==> src/rbb_pkg.sv <==
// Package for the RGB box blur core: widths, register indexes, the channel maximum
// and the command/status structs. No dependencies.
package rbb_pkg;
    localparam int MAX_WIDTH  = 2048;
    localparam int MAX_HEIGHT = 2048;
    localparam int MAX_KERNEL = 7;
    localparam int COL_W   = $clog2(MAX_WIDTH);
    localparam int ROW_W   = 11;
    localparam int KROW_W  = $clog2(MAX_KERNEL);
    localparam int ADDR_W  = $clog2(MAX_KERNEL * MAX_WIDTH);
    localparam int SUM_W   = 14;
    localparam int CFG_IDX_W = 2;
    localparam int CFG_DAT_W = 12;

    localparam logic [CFG_IDX_W-1:0] REG_KERNEL = 2'd0;
    localparam logic [CFG_IDX_W-1:0] REG_WIDTH  = 2'd1;
    localparam logic [CFG_IDX_W-1:0] REG_HEIGHT = 2'd2;

    localparam logic [7:0] CHAN_MAX = 8'd255;

    typedef struct packed {
        logic              wr;
        logic              start;
        logic [COL_W-1:0]  col;
        logic [ROW_W-1:0]  row;
        logic [KROW_W-1:0] krow;
        logic [2:0]        k;
        logic [23:0]       pix;
    } t_cmd;

    typedef struct packed {
        logic done;
    } t_stat;
endpackage

==> src/rbb_ctrl.sv <==
// Controller: configuration registers, pixel coordinates, handshakes.
// Depends on rbb_pkg.
module rbb_ctrl import rbb_pkg::*; (
    input  logic                 i_clk,
    input  logic                 i_rst_n,
    input  logic                 i_cfg_we,
    input  logic [CFG_IDX_W-1:0] i_cfg_idx,
    input  logic [CFG_DAT_W-1:0] i_cfg_data,
    input  logic                 i_in_valid,
    output logic                 o_in_ready,
    input  logic                 i_frame_start,
    input  logic [23:0]          i_pix,
    output t_cmd                 o_cmd,
    input  t_stat                i_stat,
    output logic                 o_out_valid,
    input  logic                 i_out_ready
);
    localparam logic [1:0] C_IDLE = 2'd0;
    localparam logic [1:0] C_WORK = 2'd1;

    logic [1:0]  r_state;
    logic [2:0]  r_kreg;
    logic [11:0] r_wreg, r_hreg;
    logic [COL_W-1:0] r_col;
    logic [ROW_W-1:0] r_row;
    logic [KROW_W-1:0] r_rmod;
    logic        r_ovalid;

    logic [2:0]  k;
    logic [12:0] w, h;
    logic [COL_W-1:0] c;
    logic [ROW_W-1:0] r;
    logic [KROW_W-1:0] rm;
    logic [12:0] c1, r1;
    logic        acc, emit;

    always_comb begin
        k = r_kreg | 3'd1;
        w = (r_wreg == 12'd0) ? 13'd1 : (13'(r_wreg) > 13'(MAX_WIDTH) ? 13'(MAX_WIDTH) : 13'(r_wreg));
        h = (r_hreg == 12'd0) ? 13'd1 : (13'(r_hreg) > 13'(MAX_HEIGHT) ? 13'(MAX_HEIGHT) : 13'(r_hreg));
        c = i_frame_start ? '0 : ((13'(r_col) >= w) ? '0 : r_col);
        r = i_frame_start ? '0 : ((13'(r_row) >= h) ? '0 : r_row);
        // Line store row of the current pixel, kept in step with the row count.
        rm = (i_frame_start || (13'(r_row) >= h)) ? '0 : r_rmod;
        c1 = 13'(c) + 13'd1;
        r1 = 13'(r) + 13'd1;
    end

    assign o_in_ready = i_rst_n && (r_state == C_IDLE) && !(r_ovalid && !i_out_ready);
    assign acc  = i_in_valid && o_in_ready;
    assign emit = (13'(c) >= 13'(k - 3'd1)) && (13'(r) >= 13'(k - 3'd1));

    // Every accepted pixel is written; one that completes a window also starts a job.
    assign o_cmd.wr    = acc;
    assign o_cmd.start = acc && emit;
    assign o_cmd.col   = c;
    assign o_cmd.row   = r;
    assign o_cmd.krow  = rm;
    assign o_cmd.k     = k;
    assign o_cmd.pix   = i_pix;
    assign o_out_valid = r_ovalid;

    always_ff @(posedge i_clk) begin
        if (!i_rst_n) begin
            r_state <= C_IDLE;
            r_kreg  <= 3'd3;
            r_wreg  <= 12'd640;
            r_hreg  <= 12'd480;
            r_col   <= '0;
            r_row   <= '0;
            r_rmod  <= '0;
            r_ovalid <= 1'b0;
        end else begin
            if (i_cfg_we) begin
                case (i_cfg_idx)
                    REG_KERNEL: r_kreg <= i_cfg_data[2:0];
                    REG_WIDTH:  r_wreg <= i_cfg_data;
                    REG_HEIGHT: r_hreg <= i_cfg_data;
                    default: ;
                endcase
            end
            if (acc) begin
                if (c1 >= w) begin
                    r_col <= '0;
                    if (r1 >= h) begin
                        r_row  <= '0;
                        r_rmod <= '0;
                    end else begin
                        r_row  <= r1[ROW_W-1:0];
                        r_rmod <= (rm == KROW_W'(MAX_KERNEL - 1)) ? '0 : rm + KROW_W'(1);
                    end
                end else begin
                    r_col  <= c1[COL_W-1:0];
                    r_row  <= r;
                    r_rmod <= rm;
                end
            end
            if (i_stat.done) r_ovalid <= 1'b1;
            else if (r_ovalid && i_out_ready) r_ovalid <= 1'b0;
            case (r_state)
                C_IDLE: if (o_cmd.start) r_state <= C_WORK;
                C_WORK: if (i_stat.done) r_state <= C_IDLE;
                default: r_state <= C_IDLE;
            endcase
        end
    end
endmodule
==> config.mk <==
export PLATFORM = sky130hd
export DESIGN_NAME = rbb_ctrl
export DESIGN_NICKNAME = d
export VERILOG_FILES = /design/src/rbb_pkg.sv /design/src/rbb_ctrl.sv
export SDC_FILE = /design/constraint.sdc
export NUM_CORES = 1
export LEC_CHECK = 0
export BUFFER_PORTS_ARGS = -buffer_cell sky130_fd_sc_hd__buf_2
export CORE_ASPECT_RATIO = 1.25
export CORE_MARGIN = 5
export CORE_UTILIZATION = 25
export DETAILED_ROUTE_END_ITERATION = 16
export HOLD_SLACK_MARGIN = 0.15
export PLACE_DENSITY = 0.45
export SKIP_CTS_REPAIR_TIMING = 1
export SLEW_MARGIN = 20
export SYNTH_ARGS = -nofsm -noshare
export SYNTH_HDL_FRONTEND = slang
export SYNTH_SLANG_ARGS = --single-unit
export TNS_END_PERCENT = 20
==> constraint.sdc <==
create_clock -name i_clk -period 4.4 [get_ports i_clk]
set_input_delay 0.22 -clock i_clk [delete_from_list [all_inputs] [get_ports i_clk]]
set_output_delay 0.22 -clock i_clk [all_outputs]
set_load 0.02 [all_outputs]
==> flow_summary.json, run 1 <==
{
  "ys_types": 57,
  "max-clock-path-buffers": 2,
  "viasPerCell": 4.79,
  "dominantRegCellSynth": "dfxtp_1",
  "min_to": "o_out_valid$_SDFFE_PN0P_",
  "timing.critical_path.to_type": "flop",
  "fp.dieH_um": 154,
  "tritoncts_num_sinks": 53,
  "io_pins": 101,
  "grt_pass1_vias": 3956,
  "timing.critical_path.from_type": "flop",
  "hold_depth": 2,
  "clkTransAtPathRegs_ns": 0.07,
  "critical_path_class": "reg -> reg",
  "worst_reg2reg_startpoint": "r_wreg[7]$_SDFFE_PN1P_",
  "syn-cell-area_sq_mm": 0.00414,
  "final_net_count": 702,
  "timing.final.ws_setup_ns": -0.0696,
  "tritoncts": "yes",
  "htree_levels": 2,
  "start_util_pct": 25.5,
  "die_x_um": 125,
  "r2r_slack_ns": -0.07,
  "grt.total_usage_pct": 13.1,
  "hold_path.class": "in -> reg",
  "post_layout_nonfiller_instances": 821,
  "cp_cell_sequence": "nor4_2, a31oi_1, nor2_1, ha_1, nand2b_4, a21oi_2, o21ai_2, a21oi_2, nand2_2, inv_2, ha_4, nand3_4, buf_6, xor2_1, nor2_1, ha_1, o211ai_1, or3_4, a32oi_4, buf_6, or4b_1, a21oi_1",
  "core_area_sq_mm": 0.0163,
  "most-common-layout-cells": "nand2_1 (95), buf_4 (57), buf_2 (52), dfxtp_1 (52), ha_1 (51)",
  "r2r_end": "r_row[0]$_SDFFE_PN0P_",
  "postSynthNetCount": 631,
  "yosys_register_bits": 53,
  "syn_inst": 534,
  "dp_hpwl_um": 10300,
  "power.static_leakage_nw": 2.24,
  "timing.final.hold_violations": 0,
  "grt_overflow_total": 0,
  "async_flop_share_pct": 0,
  "drt_pass1_iterations": 4,
  "worst_path_dominant_cell_family": "simple AND/OR/NAND/NOR gates",
  "violations_in_the_final_reports": "setup timing",
  "portBuffers": 51,
  "timing.clock.skew_ns": 0.00657,
  "via_count": 3929,
  "path_buf_inv": 3,
  "worst_ir_drop_vdd_v": 0.000139,
  "worstMarginPinSlew_ns": 0.702,
  "max_stage_delay_ns": 0.45,
  "r2r.worst_path.cells": 22,
  "detailedPlace.worstSlack_ns": -0.0752,
  "timing.hold.worst.start": "i_stat",
  "cts_root_buf": "clkbuf_16",
  "crit_arrival_ns": 4.70,
  "final-setup-viol-count": 12,
  "dp_cells": 806,
  "placementRows": 52,
  "grt_pass1_wl_um": 20300,
  "final_layout_size_suffix_gt1_share_pct": 26.3,
  "wl_um": 13100,
  "maximum_number_of_pins_on_one_net_before_global_route_repair": 46,
  "post_synth_edffs": 0,
  "area_growth_pct": 24.0,
  "yosys_warnings": 0,
  "wire_per_inst_um": 16.0,
  "critPathSlowestCell": "or4b_1",
  "maxCapViolations": 0,
  "antenna_violating_nets_post_route": 0,
  "cts_made_buffers": 5,
  "synth_sequential_area_ratio_pct": 25.6,
  "critical_path_depth": 22,
  "crit_required_ns": 4.63,
  "outcome": "complete, but fails checks",
  "initial_antenna_violation_count": 0,
  "slew_viol_final": 0,
  "worst-path-max-fanout": 6,
  "pwr_density_cell_mw_per_mm2": 205,
  "fmax_mhz": 224,
  "drc_errors": 0,
  "globalplace.congestion": 0.892,
  "max_slew_margin_pct": 52.5,
  "syn_avg_cell_area_sq_um": 7.76,
  "fin_crit_sh_pct": 102,
  "detail_route.iter0.violations": 202,
  "most_common_cell_after_layout_fill_and_taps_aside": "nand2_1",
  "finalCriticalPeriod_ns": 4.47,
  "insertion_delay_ns": 0.30,
  "grt_setup_unrepaired": "yes",
  "antennaDiodeCount": 0,
  "fp.dieArea_sq_mm": 0.0193
}
area by class of cell:
class / count / area, sq um
timing repair buffer: 113 / 733
tap: 216 / 270
multi-input combinational: 417 / 2870
inverter: 15 / 60.1
clock buffer: 7 / 143
fill: 1767 / 11100
sequential: 53 / 1060
cells in the mapped netlist, types with 2 or more instances:
cell type / count / area [sq um]
a211o_1: 2 / 17.5
a211oi_1: 7 / 52.6
a21boi_0: 19 / 143
a21o_1: 2 / 15.0
a21oi_1: 19 / 95.1
a221oi_1: 2 / 17.5
a22oi_1: 14 / 105
a31oi_1: 5 / 31.3
and2_1: 21 / 131
and3_1: 3 / 18.8
buf_2: 4 / 20.0
buf_4: 27 / 203
clkbuf_1: 17 / 63.8
dfxtp_1: 53 / 1060
ha_1: 52 / 651
inv_1: 14 / 52.6
nand2_1: 98 / 368
nand2b_1: 2 / 12.5
nand3_1: 17 / 85.1
nand3b_1: 2 / 15.0
nand4_1: 10 / 62.6
nand4b_1: 2 / 17.5
nor2_1: 45 / 169
nor2b_1: 16 / 100
nor3_1: 4 / 20.0
nor4_1: 8 / 50.1
o211ai_1: 4 / 30.0
o21a_1: 4 / 30.0
o21ai_0: 11 / 55.1
o21ai_1: 3 / 15.0
o221ai_1: 2 / 17.5
o31ai_1: 3 / 22.5
or3_1: 2 / 12.5
xnor2_1: 8 / 70.1
xor2_1: 10 / 87.6
where the power goes:
part	internal (W)	switching (W)	leakage, nW
clock	0.000224	0.000183	0.0700
combinational	0.0000586	0.0000896	1.74
sequential	0.000490	0.00000894	0.430
total	0.000773	0.000281	2.24
registers in the layout, summed over array words and instances (netlist names):
register	flops
r_rmod	3
o_out_valid	1
r_col	11
r_wreg	12
r_row	11
r_kreg	2
r_hreg	12
r_state	1
per-layer routing:
layer	vias to the layer above	part of all wire, %	global-route usage [%]	wire length (um)
met1	1836	42	15.1	5570
met5	-	0	0	0
li1	1989	-	-	-
met4	0	2.2	4.91	291
met3	20	3.5	2.74	459
met2	84	52	23.6	6830
kinds of logic (layout without fill, tap and decap cells):
group	Yosys count	in the layout	synth area share [%]
AO/OA/AOI/OAI	105	105	18.0
XOR/XNOR	18	18	3.81
adder cells (fa/ha/maj)	52	52	15.7
buffers and inverters	64	135	8.55
flip-flops	53	53	25.6
multiplexers	1	1	0.242
other	1	1	0.0905
AND/OR/NAND/NOR	240	240	28.0
through the flow:
| stage | cell area [sq um] | hold WS (ns) | total power (W) | utilization [%] | setup TNS (ns) |
|---|---|---|---|---|---|
| after floorplan | 4160 | 0.344 | 0.000624 | - | -0.0263 |
| after CTS | 4930 | 0.147 | 0.00106 | 30.3 | -0.730 |
| after global placement | 4780 | 0.440 | 0.000649 | 29.4 | 0 |
| final | 5130 | 0.150 | 0.00105 | 31.6 | -0.376 |
| after global routing | 5130 | 0.158 | 0.00110 | 31.6 | -5.18 |
| after detailed placement | 4780 | 0.440 | 0.000651 | 29.4 | -0.509 |
how the worst max path moves through the flow:
stage | from | to
3_3_place_gp | r_hreg[1]$_SDFFE_PN0P_ | r_row[0]$_SDFFE_PN0P_
3_5_place_dp | r_hreg[7]$_SDFFE_PN1P_ | r_row[0]$_SDFFE_PN0P_
2_1_floorplan | r_wreg[11]$_SDFFE_PN0P_ | r_rmod[1]$_SDFFE_PN0P_
4_1_cts | r_hreg[1]$_SDFFE_PN0P_ | r_row[0]$_SDFFE_PN0P_
5_1_grt | r_wreg[7]$_SDFFE_PN1P_ | r_rmod[1]$_SDFFE_PN0P_
6_report | r_wreg[7]$_SDFFE_PN1P_ | r_row[0]$_SDFFE_PN0P_
No activity file was read; power rests on OpenSTA's default activity.
==> run 2: changes to the inputs <==
--- a/config.mk
+++ b/config.mk
@@ -9,6 +9,7 @@
 export CORE_ASPECT_RATIO = 1.25
 export CORE_MARGIN = 5
 export CORE_UTILIZATION = 25
+export CTS_CLUSTER_SIZE = 20
 export DETAILED_ROUTE_END_ITERATION = 16
 export HOLD_SLACK_MARGIN = 0.15
 export PLACE_DENSITY = 0.45
==> constraint.sdc (replaced) <==
create_clock -name i_clk -period 4.4 [get_ports i_clk]
set_input_delay 0.66 -clock i_clk [delete_from_list [all_inputs] [get_ports i_clk]]
set_output_delay 0.66 -clock i_clk [all_outputs]
set_load 0.02 [all_outputs]
==> run 2 against run 1 <==
Against the previous run:
- the run now ends clean
- die area unchanged
- sequential power about the same
- flip-flop and latch count unchanged
- final cell count down 0.24%
- clock-buffer cell count down 1
- clock power about the same
- routed wire length down 1.8%
- critical endpoint is now r_rmod[1]$_SDFFE_PN0P_
- largest power group unchanged
==> flow_summary.json, run 2 (same netlist as run 1, synthesis figures left out) <==
{
  "via_count": 3901,
  "grt_pass1_vias": 3911,
  "timing.clock.skew_ns": 0.00466,
  "multi_input_gate_area_sq_mm": 0.00286,
  "r2r_end": "r_rmod[1]$_SDFFE_PN0P_",
  "worst-path-max-fanout": 8,
  "met1Wirelength_um": 5320,
  "initial_antenna_violation_count": 0,
  "grt_pass1_wl_um": 20500,
  "pwr_density_cell_mw_per_mm2": 207,
  "setup-tns-final_ns": 0,
  "wl_um": 12900,
  "number_of_fill_cells": 1800,
  "htree_levels": 2,
  "antenna_violating_nets_post_route": 0,
  "tritoncts": "yes",
  "final_layout_size_suffix_gt1_share_pct": 25.4,
  "r2r.worst_path.cells": 23,
  "slew_viol_final": 0,
  "io_pins": 101,
  "clkTransAtPathRegs_ns": 0.07,
  "hold_path.class": "reg -> reg",
  "max-clock-path-buffers": 2,
  "finalCriticalPeriod_ns": 4.39,
  "placementRows": 52,
  "final-setup-viol-count": 0,
  "cts_root_buf": "clkbuf_16",
  "outcome": "finished clean",
  "worstMarginPinSlew_ns": 0.760,
  "portBuffers": 51,
  "timing.final.hold_violations": 0,
  "ff_latch_area_sq_mm": 0.00106,
  "r2r_slack_ns": 0.01,
  "post_layout_nonfiller_instances": 819,
  "power.static_leakage_nw": 2.23,
  "final_net_count": 700,
  "dp_cells": 807,
  "layout.cell_area.non_filler_sq_mm": 0.00511,
  "drt_pass1_iterations": 4,
  "critical_path_class": "reg -> reg",
  "timing.critical_path.to_type": "flop",
  "die_x_um": 125,
  "antennaDiodeCount": 0,
  "worst_setup_path_startpoint": "r_wreg[10]$_SDFFE_PN0P_",
  "fp.dieH_um": 154,
  "dp_hpwl_um": 10300,
  "most_common_cell_after_layout_fill_and_taps_aside": "nand2_1",
  "insertion_delay_ns": 0.30,
  "fp.dieArea_sq_mm": 0.0193,
  "grt_setup_unrepaired": "yes",
  "fmax_mhz": 228,
  "critical_path_depth": 23,
  "drc_errors": 0,
  "most-common-layout-cells": "nand2_1 (97), buf_4 (58), dfxtp_1 (52)",
  "met3_length_um": 411,
  "crit_arrival_ns": 4.62,
  "cp_cell_sequence": "nor4_2, a31oi_1, nor2_1, ha_1, nand2b_4, a21oi_2, o21ai_2, a21oi_2, nand2_1, inv_2, ha_4, nand3_4, buf_6, xor2_1, nor2_1, ha_1, o211ai_1, or3_4, a32oi_4, nor3b_4, buf_6, nand4_1, a31oi_1",
  "area_growth_pct": 23.5,
  "timing.critical_path.from_type": "flop",
  "maximum_number_of_pins_on_one_net_before_global_route_repair": 45,
  "cp-endpoint": "r_rmod[1]$_SDFFE_PN0P_",
  "worst_ir_drop_vdd_v": 0.000128,
  "max_slew_margin_pct": 48.6,
  "grt_overflow_total": 0,
  "worst_reg2reg_startpoint": "r_wreg[10]$_SDFFE_PN0P_",
  "wire_per_inst_um": 15.8,
  "fin_crit_sh_pct": 99.8,
  "largestRegisters": "r_hreg: 12 flops, r_wreg: 12 flops",
  "detail_route.iter0.violations": 181,
  "core_area_sq_mm": 0.0163,
  "totalPowerFinal_w": 0.00106,
  "max_stage_delay_ns": 0.42,
  "routed-wl-met2_um": 6860,
  "final_core_util_pct": 31.4,
  "cts_made_buffers": 5,
  "crit_required_ns": 4.63,
  "path_buf_inv": 3,
  "tritoncts_num_sinks": 53,
  "viasPerCell": 4.76,
  "postPlaceCellArea_sq_mm": 0.00479,
  "worst_path_dominant_cell_family": "simple AND/OR/NAND/NOR gates",
  "globalplace.congestion": 0.883,
  "top_layer": "met4",
  "maxCapViolations": 0,
  "grt.total_usage_pct": 13.2,
  "start_util_pct": 25.5,
  "critPathSlowestCell": "or3_4"
}
## run 2: cell count changes in the layout (fill, tap and decap cells not counted), sizes merged
cell	change
buf	-2
clkbuf	-1
clkinvlp	+1
## run 2: area by class of cell
type	instances	area share, %
Inverter	15	1.17
Multi-Input combinational cell	417	55.8
Clock inverter	1	0.147
Tap cell	216	5.29
Clock buffer	6	2.72
Timing Repair Buffer	111	14.1
Sequential cell	53	20.8
## run 2: layer usage
metal  vias to the layer above  track usage (%)
met2                        64             24.6
met3                        18             2.64
met5                         -                0
met1                      1837             14.7
met4                         0             4.91
li1                       1982                -
## run 2: stage by stage
stage,hold WS [ns],setup WS (ns)
floorplan,0.443,-0.0263
global placement,0.472,-0.00131
detailed placement,0.475,-0.0876
CTS,0.485,-0.110
global route,0.505,-0.302
finish,0.481,0.0102
## run 2: worst register-to-register path, cell delays in order, from the launching register on
cell and delay, ns:
dfxtp_2 0.33, nor4_2 0.27, a31oi_1 0.10, nor2_1 0.17
ha_1 0.25, nand2b_4 0.14, a21oi_2 0.13, o21ai_2 0.08
a21oi_2 0.22, nand2_1 0.12, inv_2 0.09, ha_4 0.14
nand3_4 0.09, buf_6 0.14, xor2_1 0.12, nor2_1 0.06
ha_1 0.30, o211ai_1 0.11, or3_4 0.42, a32oi_4 0.34
nor3b_4 0.33, buf_6 0.15, nand4_1 0.08, a31oi_1 0.16
## run 2: worst min-delay path by stage
stage	from	endpoint	depth (start not counted)
after global routing	r_hreg[0]$_SDFFE_PN0P_	r_hreg[0]$_SDFFE_PN0P_	2
final	r_hreg[0]$_SDFFE_PN0P_	r_hreg[0]$_SDFFE_PN0P_	2
after floorplan	r_hreg[0]$_SDFFE_PN0P_	r_hreg[0]$_SDFFE_PN0P_	2
after detailed placement	r_hreg[0]$_SDFFE_PN0P_	r_hreg[0]$_SDFFE_PN0P_	2
after global placement	r_hreg[0]$_SDFFE_PN0P_	r_hreg[0]$_SDFFE_PN0P_	2
after CTS	r_hreg[0]$_SDFFE_PN0P_	r_hreg[0]$_SDFFE_PN0P_	2
## run 2: report_power, final
group | total (W) | switching [W] | internal [W]
logic | 0.000148 | 0.0000886 | 0.0000592
clock network | 0.000409 | 0.000185 | 0.000224
registers | 0.000499 | 0.00000920 | 0.000490
total | 0.00106 | 0.000283 | 0.000773
==> run 3: changes to the inputs <==
--- a/config.mk
+++ b/config.mk
@@ -9,6 +9,7 @@
 export CORE_ASPECT_RATIO = 1.25
 export CORE_MARGIN = 5
 export CORE_UTILIZATION = 25
+export CTS_BUF_LIST = sky130_fd_sc_hd__clkbuf_2
 export CTS_CLUSTER_SIZE = 20
 export DETAILED_ROUTE_END_ITERATION = 16
 export HOLD_SLACK_MARGIN = 0.15
==> run 3 against run 2 <==
Against the previous run:
- the flow now finishes with violations (setup timing)
- flip-flop and latch count stayed put
- non-clock buffer count increased by 2
- largest cell class unchanged
- largest power group unchanged
- first-iteration DRC count down 13%
- fmax is 0.25% lower
- global-route usage is essentially flat
- setup slack got worse by 0.011 ns
- sequential power about the same
- critical path depth unchanged
- routed wire length rose by 0.70%
==> flow_summary.json, run 3 (same netlist as run 1, synthesis figures left out) <==
{
  "cp_cell_sequence": "nor4_2, a31oi_1, nor2_1, ha_1, nand2b_4, a21oi_2, o21ai_2, a21oi_2, nand2_1, inv_2, ha_4, nand3_4, buf_6, xor2_1, nor2_1, ha_1, o211ai_1, or3_4, a32oi_4, nor3b_4, buf_6, nand4_1, a31oi_1",
  "timing.critical_path.from_type": "flop",
  "max_slew_margin_pct": 48.3,
  "detail_route.iter0.violations": 157,
  "timing.critical_path.to_type": "flop",
  "finalCriticalPeriod_ns": 4.40,
  "placementRows": 52,
  "layout.cell_area.non_filler_sq_mm": 0.00505,
  "viasPerCell": 4.81,
  "post_layout_nonfiller_instances": 821,
  "worstMarginPinSlew_ns": 0.765,
  "portBuffers": 51,
  "power_switching_share_pct": 31.1,
  "critical_path_class": "reg -> reg",
  "fp.dieArea_sq_mm": 0.0193,
  "worst_ir_drop_vdd_v": 0.0000883,
  "timing.final.hold_violations": 0,
  "maxCapViolations": 0,
  "grt_pass1_vias": 3919,
  "pwr_density_cell_mw_per_mm2": 169,
  "switchingPower_w": 0.000265,
  "clkTransAtPathRegs_ns": 0.28,
  "power.static_leakage_nw": 2.19,
  "start_util_pct": 25.5,
  "drc_errors": 0,
  "antennaDiodeCount": 0,
  "tritoncts_num_sinks": 53,
  "r2r.worst_path.cells": 23,
  "crit_required_ns": 4.86,
  "r2r_slack_ns": -0.0007,
  "htree_levels": 2,
  "most_common_cell_after_layout_fill_and_taps_aside": "nand2_1",
  "r2r_end": "r_rmod[1]$_SDFFE_PN0P_",
  "cts_root_buf": "clkbuf_2",
  "postPlaceCellArea_sq_mm": 0.00479,
  "outcome": "complete, but fails checks",
  "violations_in_the_final_reports": "setup timing",
  "ff_latch_area_sq_mm": 0.00107,
  "core_area_sq_mm": 0.0163,
  "maximum_number_of_pins_on_one_net_before_global_route_repair": 45,
  "combinationalPowerShare_pct": 17.7,
  "worst-path-max-fanout": 7,
  "timing.hold.worst.start": "i_stat",
  "hold_path.class": "in -> reg",
  "slew_viol_final": 0,
  "final_core_util_pct": 31.0,
  "antenna_violating_nets_post_route": 0,
  "hold_depth": 2,
  "wire_per_inst_um": 15.8,
  "multi_input_gate_area_sq_mm": 0.00288,
  "setup-tns-final_ns": -0.000679,
  "cell_internal_pwr_w": 0.000587,
  "min_to": "o_out_valid$_SDFFE_PN0P_",
  "drt_pass1_iterations": 4,
  "fin_crit_sh_pct": 100,
  "area_growth_pct": 21.9,
  "grt_pass1_wl_um": 20400,
  "fmax_mhz": 227,
  "number_of_fill_cells": 1814,
  "largestRegisters": "r_hreg: 12 flops, r_wreg: 12 flops",
  "dp_hpwl_um": 10300,
  "via_count": 3950,
  "die_x_um": 125,
  "final_net_count": 702,
  "crit_arrival_ns": 4.86,
  "insertion_delay_ns": 0.50,
  "grt_setup_unrepaired": "yes",
  "globalplace.congestion": 0.883,
  "critPathSlowestCell": "or3_4",
  "fp.dieH_um": 154,
  "timing.final.ws_setup_ns": -0.000679,
  "worst_reg2reg_startpoint": "r_wreg[8]$_SDFFE_PN0P_",
  "wl_um": 13000,
  "final_layout_size_suffix_gt1_share_pct": 26.8,
  "final-setup-viol-count": 1,
  "io_pins": 101,
  "timing.clock.skew_ns": 0.0202,
  "most-common-layout-cells": "nand2_1 (97), buf_4 (59), ha_1 (51)",
  "initial_antenna_violation_count": 0,
  "seqPwrFrac_pct": 58.9,
  "max_stage_delay_ns": 0.42,
  "grt_overflow_total": 0,
  "max-clock-path-buffers": 2,
  "grt.total_usage_pct": 13.1,
  "tritoncts": "yes",
  "finalHoldWorstSlack_ns": 0.384,
  "p_clk_share_pct": 23.4,
  "dp_cells": 807,
  "cts_made_buffers": 5
}
-- run 3: changes by cell type in the layout (fill, tap and decap cells not counted), sizes merged --
cell,before,now
clkinv,1,2
clkbuf,6,5
buf,111,113
-- run 3: worst max path at each step --
stage / cells past startpoint / endpoint / startpoint / slack, ns
after floorplan: 23 / r_rmod[1]$_SDFFE_PN0P_ / r_wreg[11]$_SDFFE_PN0P_ / -0.03
after detailed placement: 23 / r_rmod[1]$_SDFFE_PN0P_ / r_wreg[7]$_SDFFE_PN1P_ / -0.09
after global routing: 23 / r_rmod[1]$_SDFFE_PN0P_ / r_wreg[8]$_SDFFE_PN0P_ / -0.29
after CTS: 15 / o_cmd[52] / r_hreg[1]$_SDFFE_PN0P_ / -0.23
final: 23 / r_rmod[1]$_SDFFE_PN0P_ / r_wreg[8]$_SDFFE_PN0P_ / -0.0007
after global placement: 23 / r_rmod[1]$_SDFFE_PN0P_ / r_wreg[1]$_SDFFE_PN0P_ / -0.001
-- run 3: final cells by class --
cell class,count,share of cell area [%]
clock buffers,5,0.496
clock inverters,2,0.223
inverters,15,1.19
multi-input cells,417,57.0
flip-flops and latches,53,21.1
well taps,216,5.35
repair buffers,113,14.6
-- run 3: per-stage QoR --
step	total power (W)	setup WS (ns)
2_1_floorplan	0.000624	-0.0263
3_3_place_gp	0.000650	-0.00131
3_5_place_dp	0.000651	-0.0876
4_1_cts	0.000858	-0.234
5_1_grt	0.000902	-0.291
6_report	0.000851	-0.000679
-- run 3: layer usage --
metal	wire length, um	track usage, %	vias up
li1	-	-	1986
met4	399	5.11	0
met2	6790	24.2	85
met1	5380	14.7	1854
met5	0	0	-
met3	435	2.64	25
-- run 3: power by group through the flow --
stage	logic (W)	registers (W)	clock network, W
floorplan	0.000115	0.000509	0
global placement	0.000141	0.000509	0
detailed placement	0.000142	0.000509	0
global route	0.000166	0.000504	0.000232
finish	0.000150	0.000501	0.000199
CTS	0.000143	0.000501	0.000215
-- run 3: critical path, delay by kind of cell, from the launching register on --
kind                       cells  cell delay [ns]
AOI/OAI and AO/OA              7             1.12
xor gates and xnor gates       1             0.12
adders and majority gates      3             0.69
buffers and inverters          3             0.38
DFF                            1             0.39
and+or+nand+nor                9             1.68
